[src/hdl/edns_pkg.sv]
// Shared types for the 3D distance block: the controller-to-datapath command
// and datapath-to-controller status structs and the axis select code.
// No dependencies.
`default_nettype none

package edns_pkg;

  // Axis select for the shared squaring multiplier
  typedef logic [1:0] axis_t;

  localparam axis_t AXIS_X = 2'd0;
  localparam axis_t AXIS_Y = 2'd1;
  localparam axis_t AXIS_Z = 2'd2;

  // Commands from controller to datapath
  typedef struct packed {
    logic  load;      // capture the axis difference magnitudes of the input beat, clear sum
    logic  mul;       // square the selected axis magnitude
    logic  acc;       // add the last square into the sum
    logic  seed;      // start the estimate at the sum
    logic  div_init;  // start a serial division of sum by estimate
    logic  div_step;  // one quotient bit
    logic  update;    // take the Newton step if it still decreases
    logic  out_load;  // move the estimate into the output register
    axis_t axis;
  } edns_cmd_t;

  // Status from datapath to controller
  typedef struct packed {
    logic sum_zero;
    logic converged;
  } edns_sts_t;

endpackage

`default_nettype wire

[src/hdl/euclidean_distance_newton_sqrt.sv]
// Top level of the 3D distance block: floor Euclidean distance of two points
// by a Newton square root. Depends on edns_pkg, edns_ctrl, edns_datapath.
//
//   channel  ports                               beat
//   input    in_valid / in_ready                 in_first_x..in_second_z, signed Q16.8
//   output   out_valid / out_ready               out_span, unsigned Q.8
//
// One item at a time. An item is loaded, its three axes are squared and summed
// in turn and the estimate is seeded at the sum; each Newton iteration then runs
// the one-bit-per-cycle restoring divider over SumWidth = 2*COORD_WIDTH + 2
// quotient bits, a large sum needing about 30 iterations, and at the end the
// estimate is handed over. A zero sum skips the divider. The finished result
// waits in the output register while the next beat is taken; the block stalls
// at the end of an item only if that register is still full. Reset clears
// control only.
`default_nettype none

module euclidean_distance_newton_sqrt
  import edns_pkg::*;
#(
  parameter int COORD_WIDTH = 24
) (
  input  wire logic                          clk,
  input  wire logic                          rst_n,
  input  wire logic                          in_valid,
  output logic                               in_ready,
  input  wire logic signed [COORD_WIDTH-1:0] in_first_x,
  input  wire logic signed [COORD_WIDTH-1:0] in_first_y,
  input  wire logic signed [COORD_WIDTH-1:0] in_first_z,
  input  wire logic signed [COORD_WIDTH-1:0] in_second_x,
  input  wire logic signed [COORD_WIDTH-1:0] in_second_y,
  input  wire logic signed [COORD_WIDTH-1:0] in_second_z,
  output logic                               out_valid,
  input  wire logic                          out_ready,
  output logic             [COORD_WIDTH:0]   out_span
);

  localparam int SumWidth = 2 * COORD_WIDTH + 2;

  edns_cmd_t cmd;
  edns_sts_t sts;

  edns_ctrl #(
    .SumWidth (SumWidth)
  ) u_ctrl (
    .clk       (clk),
    .rst_n     (rst_n),
    .in_valid  (in_valid),
    .in_ready  (in_ready),
    .out_valid (out_valid),
    .out_ready (out_ready),
    .sts       (sts),
    .cmd       (cmd)
  );

  edns_datapath #(
    .CoordWidth (COORD_WIDTH)
  ) u_datapath (
    .clk      (clk),
    .cmd      (cmd),
    .sts      (sts),
    .first_x  (in_first_x),
    .first_y  (in_first_y),
    .first_z  (in_first_z),
    .second_x (in_second_x),
    .second_y (in_second_y),
    .second_z (in_second_z),
    .span     (out_span)
  );

endmodule

`default_nettype wire

[src/hdl/edns_datapath.sv]
// Datapath of the 3D distance block: differences, shared squarer, sum,
// restoring divider and Newton estimate, plus the output register.
// Depends on edns_pkg.
`default_nettype none

module edns_datapath
  import edns_pkg::*;
#(
  parameter int CoordWidth = 24
) (
  input  wire logic                         clk,
  input  wire edns_cmd_t                    cmd,
  output edns_sts_t                         sts,
  input  wire logic signed [CoordWidth-1:0] first_x,
  input  wire logic signed [CoordWidth-1:0] first_y,
  input  wire logic signed [CoordWidth-1:0] first_z,
  input  wire logic signed [CoordWidth-1:0] second_x,
  input  wire logic signed [CoordWidth-1:0] second_y,
  input  wire logic signed [CoordWidth-1:0] second_z,
  output logic             [CoordWidth:0]   span
);

  localparam int MagWidth = CoordWidth + 1;
  localparam int SumWidth = 2 * CoordWidth + 2;

  logic [MagWidth-1:0] mag_r [3];
  logic [MagWidth-1:0] mag_nxt [3];
  logic [SumWidth-1:0] prod_r;
  logic [SumWidth-1:0] sum_r;
  logic [SumWidth-1:0] est_r;
  logic [SumWidth-1:0] rem_r;
  logic [SumWidth-1:0] dvd_r;
  logic [CoordWidth:0] span_r;

  logic signed [MagWidth-1:0] diff [3];
  logic [MagWidth-1:0] mag_sel;
  logic [SumWidth-1:0] square;
  logic [SumWidth:0]   rem_shift;
  logic [SumWidth:0]   rem_sub;
  logic                q_bit;
  logic [SumWidth:0]   newton_sum;
  logic [SumWidth-1:0] est_nxt;

  // Per-axis differences, first minus second, and their magnitudes
  always_comb begin
    diff[0] = {first_x[CoordWidth-1], first_x} - {second_x[CoordWidth-1], second_x};
    diff[1] = {first_y[CoordWidth-1], first_y} - {second_y[CoordWidth-1], second_y};
    diff[2] = {first_z[CoordWidth-1], first_z} - {second_z[CoordWidth-1], second_z};
    for (int i = 0; i < 3; i++) begin
      mag_nxt[i] = diff[i][MagWidth-1] ? MagWidth'(-diff[i]) : MagWidth'(diff[i]);
    end
  end

  // Shared squarer, one axis per command
  always_comb begin
    mag_sel = mag_r[0];
    case (cmd.axis)
      AXIS_Y:  mag_sel = mag_r[1];
      AXIS_Z:  mag_sel = mag_r[2];
      default: mag_sel = mag_r[0];
    endcase
  end

  assign square = SumWidth'(mag_sel) * SumWidth'(mag_sel);

  // Restoring division step: bring down one dividend bit, subtract if it fits
  assign rem_shift = {rem_r, dvd_r[SumWidth-1]};
  assign rem_sub   = rem_shift - {1'b0, est_r};
  assign q_bit     = (rem_shift >= {1'b0, est_r});

  // Newton step: dvd_r holds the quotient once the division is done
  assign newton_sum = {1'b0, est_r} + {1'b0, dvd_r};
  assign est_nxt    = newton_sum[SumWidth:1];

  assign sts.sum_zero  = (sum_r == '0);
  assign sts.converged = (est_nxt >= est_r);

  always_ff @(posedge clk) begin
    if (cmd.load) begin
      for (int i = 0; i < 3; i++) begin
        mag_r[i] <= mag_nxt[i];
      end
      sum_r <= '0;
    end
    if (cmd.mul) begin
      prod_r <= square;
    end
    if (cmd.acc) begin
      sum_r <= sum_r + prod_r;
    end
    if (cmd.seed) begin
      est_r <= sum_r;
    end
    if (cmd.div_init) begin
      rem_r <= '0;
      dvd_r <= sum_r;
    end
    if (cmd.div_step) begin
      rem_r <= q_bit ? rem_sub[SumWidth-1:0] : rem_shift[SumWidth-1:0];
      dvd_r <= {dvd_r[SumWidth-2:0], q_bit};
    end
    if (cmd.update && !sts.converged) begin
      est_r <= est_nxt;
    end
    if (cmd.out_load) begin
      span_r <= est_r[CoordWidth:0];
    end
  end

  assign span = span_r;

endmodule

`default_nettype wire

[src/hdl/edns_ctrl.sv]
// Controller of the 3D distance block: sequences squaring, seeding, the serial
// division and the Newton update, and runs both handshakes.
// Depends on edns_pkg.
`default_nettype none

module edns_ctrl
  import edns_pkg::*;
#(
  parameter int SumWidth = 50
) (
  input  wire logic      clk,
  input  wire logic      rst_n,
  input  wire logic      in_valid,
  output logic           in_ready,
  output logic           out_valid,
  input  wire logic      out_ready,
  input  wire edns_sts_t sts,
  output edns_cmd_t      cmd
);

  localparam int CntWidth = $clog2(SumWidth);

  typedef enum logic [2:0] {
    S_IDLE,
    S_MUL,
    S_ACC,
    S_SEED,
    S_DIV_INIT,
    S_DIV,
    S_UPDATE,
    S_FINISH
  } state_t;

  state_t              state_r, state_nxt;
  axis_t               axis_r, axis_nxt;
  logic [CntWidth-1:0] cnt_r, cnt_nxt;
  logic                out_valid_r, out_valid_nxt;
  logic                in_fire;
  logic                out_free;

  assign in_ready = (state_r == S_IDLE);
  assign in_fire  = in_valid && in_ready;
  assign out_free = !out_valid_r || out_ready;

  always_comb begin
    state_nxt     = state_r;
    axis_nxt      = axis_r;
    cnt_nxt       = cnt_r;
    out_valid_nxt = out_valid_r;
    cmd           = '0;
    cmd.axis      = axis_r;

    // drop the result once it is taken
    if (out_valid_r && out_ready) begin
      out_valid_nxt = 1'b0;
    end

    unique case (state_r)
      S_IDLE: begin
        if (in_fire) begin
          cmd.load  = 1'b1;
          axis_nxt  = AXIS_X;
          state_nxt = S_MUL;
        end
      end
      S_MUL: begin
        cmd.mul   = 1'b1;
        state_nxt = S_ACC;
      end
      S_ACC: begin
        cmd.acc = 1'b1;
        if (axis_r == AXIS_Z) begin
          state_nxt = S_SEED;
        end else begin
          axis_nxt  = axis_r + axis_t'(1);
          state_nxt = S_MUL;
        end
      end
      S_SEED: begin
        cmd.seed  = 1'b1;
        state_nxt = sts.sum_zero ? S_FINISH : S_DIV_INIT;
      end
      S_DIV_INIT: begin
        cmd.div_init = 1'b1;
        cnt_nxt      = '0;
        state_nxt    = S_DIV;
      end
      S_DIV: begin
        cmd.div_step = 1'b1;
        cnt_nxt      = cnt_r + CntWidth'(1);
        if (cnt_r == CntWidth'(SumWidth - 1)) begin
          state_nxt = S_UPDATE;
        end
      end
      S_UPDATE: begin
        cmd.update = 1'b1;
        state_nxt  = sts.converged ? S_FINISH : S_DIV_INIT;
      end
      S_FINISH: begin
        // hold until the output register is free
        if (out_free) begin
          cmd.out_load  = 1'b1;
          out_valid_nxt = 1'b1;
          state_nxt     = S_IDLE;
        end
      end
      default: state_nxt = S_IDLE;
    endcase
  end

  always_ff @(posedge clk) begin
    if (!rst_n) begin
      state_r     <= S_IDLE;
      axis_r      <= AXIS_X;
      cnt_r       <= '0;
      out_valid_r <= 1'b0;
    end else begin
      state_r     <= state_nxt;
      axis_r      <= axis_nxt;
      cnt_r       <= cnt_nxt;
      out_valid_r <= out_valid_nxt;
    end
  end

  assign out_valid = out_valid_r;

endmodule

`default_nettype wire

[config.mk]
export PLATFORM = sky130hd
export DESIGN_NAME = euclidean_distance_newton_sqrt
export DESIGN_NICKNAME = d
export VERILOG_FILES = /design/src/hdl/edns_pkg.sv /design/src/hdl/euclidean_distance_newton_sqrt.sv /design/src/hdl/edns_datapath.sv /design/src/hdl/edns_ctrl.sv
export SDC_FILE = /design/constraint.sdc
export NUM_CORES = 2
export LEC_CHECK = 0
export BUFFER_PORTS_ARGS = -buffer_cell sky130_fd_sc_hd__buf_2
export CORE_UTILIZATION = 35
export DETAILED_ROUTE_END_ITERATION = 12
export GPL_ROUTABILITY_DRIVEN = 1
export SLEW_MARGIN = 40
export SYNTH_ARGS = -nofsm -noshare
export SYNTH_HDL_FRONTEND = slang
export SYNTH_SLANG_ARGS = --single-unit
export TNS_END_PERCENT = 30
[constraint.sdc]
create_clock -name clk -period 10.8 [get_ports clk]
set_clock_uncertainty 0.2 [all_clocks]
set_input_delay 1.08 -clock clk [delete_from_list [all_inputs] [get_ports clk]]
set_output_delay 1.08 -clock clk [all_outputs]
set_load 0.01 [all_outputs]
==> results.sh <==
export IMPL_syn_nets=6209
export IMPL_fin_tns_setup_ps=0
export IMPL_start_kind="flop"
export IMPL_firstDrtPassIters=6
export IMPL_hold_path_endpoint="u_ctrl.cnt_r[1]"
export IMPL_min_path_type="flop to flop"
export IMPL_cpLargestDelayFamily="adder cells"
export IMPL_final_common_cell="inv_1"
export IMPL_clk_pin_slew_worst_paths_ps=60
export IMPL_crit_buf_inv=6
export IMPL_die_y_um=367
export IMPL_worstMarginPinSlew_ps=975
export IMPL_worst_r2r_endpoint="u_datapath.prod_r[46]"
export IMPL_htree_levels=2
export IMPL_diodes=0
export IMPL_drc_errors=0
export IMPL_cts_sinks=361
export IMPL_synthFlopType="edfxtp_1"
export IMPL_period_minus_slack_ps=9880
export IMPL_synth_area_per_cell_um2=9.06
export IMPL_fin_nets=6304
export IMPL_synth_cell_area_um2=46500
export IMPL_maxCapViolations=0
export IMPL_setup_viol=0
export IMPL_root_buffer="clkbuf_16"
export IMPL_overflow=0
export IMPL_die_w_um=367
export IMPL_hold_viol=0
export IMPL_clock_tree_buffer_depth=3
export IMPL_status="complete, no violations"
export IMPL_final_max_slew_viol_count=0
export IMPL_max_freq_mhz=101
export IMPL_drive_above_1_share_pct=7.60
export IMPL_rsz0062_at_grt="no"
export IMPL_cts_tree="done"
export IMPL_yosys_warnings=0
export IMPL_critical_path_class="flop to flop"
export IMPL_max_stage_delay_ps=770
export IMPL_dpl_hpwl_um=103000
export IMPL_antenna_found_initial=0
export IMPL_cts_made_buffers=43
export IMPL_numPortBuffers=174
export IMPL_path_common_cell="fa_1"
export IMPL_yosys_cell_types_count=96
export IMPL_grt_max_degree=58
export IMPL_io_pins=175
export IMPL_via_count=36200
export IMPL_r2r_start="u_ctrl.axis_r[0]"
export IMPL_reg2regPathDepth=26
export IMPL_crit_path_max_fanout=29
export IMPL_cp_slowest_cell="ha_1"
export IMPL_mostFrequentLayoutCells="855 x inv_1, 528 x nand2_1, 471 x fa_1, 457 x ha_1, 423 x nor2_1"
export IMPL_post_cts_resized=0
export IMPL_crit_arrival_ps=10020
export IMPL_grt_usage_pct=18.5
export IMPL_place_gp_congestion=0.935
export IMPL_syn_inst=5132
export IMPL_viasPerCell=5.16
export IMPL_max_slew_margin_pct=34.4
export IMPL_post_drt_wl_per_cell_um=17.8
export IMPL_synth_edf_count=349
export IMPL_rows=133
export IMPL_area_growth_pct=9.21
export IMPL_drtAntennaViolNets=0
export IMPL_wl_um=125000
export IMPL_coreArea_um2=132000
export IMPL_post_cts_buffers=0
export IMPL_grt_pass1_wl_um=200000
export IMPL_critPathCaptureType="flop"
export IMPL_ys_seq_area_share_pct=23.1
export IMPL_first_global_vias=37100
export IMPL_fin_crit_sh_pct=91.5
export IMPL_drt_iter0_markers=2625
export IMPL_finish_utilization_pct=38.6
export IMPL_synth_seq_cells=361
export IMPL_clk_latency_ps=610
export IMPL_synthArstFlopShare_pct=0
export IMPL_start_util_pct=35.3
export IMPL_rrSetupSlack_ps=920
export IMPL_die_area_um2=134000
export IMPL_min_path_cells=2
export IMPL_holdBufCountCts=0
export IMPL_cp_required_ps=10940
export IMPL_hp_start="u_ctrl.cnt_r[1]"
-- cells in the mapped netlist (all sizes together) (42+ instances only) --
library cell	count	area share, %
a211oi	43	0.69
nand2	531	4.3
clkbuf	142	1.1
nand3	59	0.63
xnor2	199	3.7
mux2i	42	0.90
nand4	59	0.79
a21oi	267	2.9
a31oi	52	0.75
fa	471	20
o21bai	51	0.82
o21a	64	1.0
edfxtp	349	23
o21ai	185	2.0
inv	857	6.9
nor3	78	0.87
mux2	51	1.2
xor2	106	2.0
nor2	424	3.4
a21o	164	2.6
ha	458	12
-- kinds of logic after synthesis --
family,Yosys count,share of synthesized area (%)
AO/OA/AOI/OAI,1041,14.8
XOR/XNOR,305,5.74
adder cells (fa/ha/maj),929,32.6
buffers and inverters,1027,8.33
flip-flops,361,23.1
multiplexers,93,2.14
AND/OR/NAND/NOR,1376,13.3
-- stage by stage --
stage,instance area (um2),setup slack [ps],hold slack (ps),cells
finish,50800,917,305,7015
global route,50800,466,343,7015
CTS,50800,884,311,7014
detailed placement,49300,831,303,6936
global placement,49300,983,292,6934
floorplan,46500,2140,254,5132
-- layout make-up --
type / instances / area (um2)
inverters: 861 / 3230
clock buffers: 50 / 1100
multi-input cells: 3744 / 32000
repair buffers: 216 / 1220
fillers: 13100 / 80800
clock inverters: 28 / 333
well taps: 1755 / 2200
flip-flops and latches: 361 / 10700
-- how the worst max path moves through the flow --
stage	from	to	slack, ps	cells after the start
2_1_floorplan	u_ctrl.axis_r[0]	u_datapath.prod_r[49]	2140	34
3_3_place_gp	u_ctrl.axis_r[0]	u_datapath.prod_r[49]	980	30
3_5_place_dp	u_ctrl.axis_r[0]	u_datapath.prod_r[49]	830	29
4_1_cts	u_ctrl.axis_r[0]	u_datapath.prod_r[49]	880	29
5_1_grt	u_ctrl.axis_r[0]	u_datapath.prod_r[49]	470	29
6_report	u_ctrl.axis_r[0]	u_datapath.prod_r[46]	920	26
-- sequential cells by signal, indices dropped and copies added (netlist names) --
register / cells
u_datapath.dvd_r: 50
u_ctrl.state_r: 3
u_ctrl.axis_r: 2
u_datapath.rem_r: 50
u_datapath.sum_r: 50
u_datapath.span: 25
u_ctrl.cnt_r: 6
u_datapath.mag_r: 75
u_datapath.est_r: 50
u_ctrl.out_valid: 1
u_datapath.prod_r: 49
-- layer usage --
layer  up-vias  routed length, um  track usage, %
met2       998              58500            31.5
li1      17500                  -               -
met3       178               6860            2.70
met5         -                  0               0
met1     17500              56800            24.6
met4         0               2940            4.46
-- worst min-delay path: cells and delay by family (launching register included) --
| kind | cells | cell delay [ps] |
|---|---|---|
| AO/OA/AOI/OAI | 1 | 60 |
| AND/OR/NAND/NOR | 1 | 60 |
| flip-flops | 1 | 330 |
Power is not shown: default switching activity piles up to over one toggle a cycle in this logic, so the estimate is an artifact.
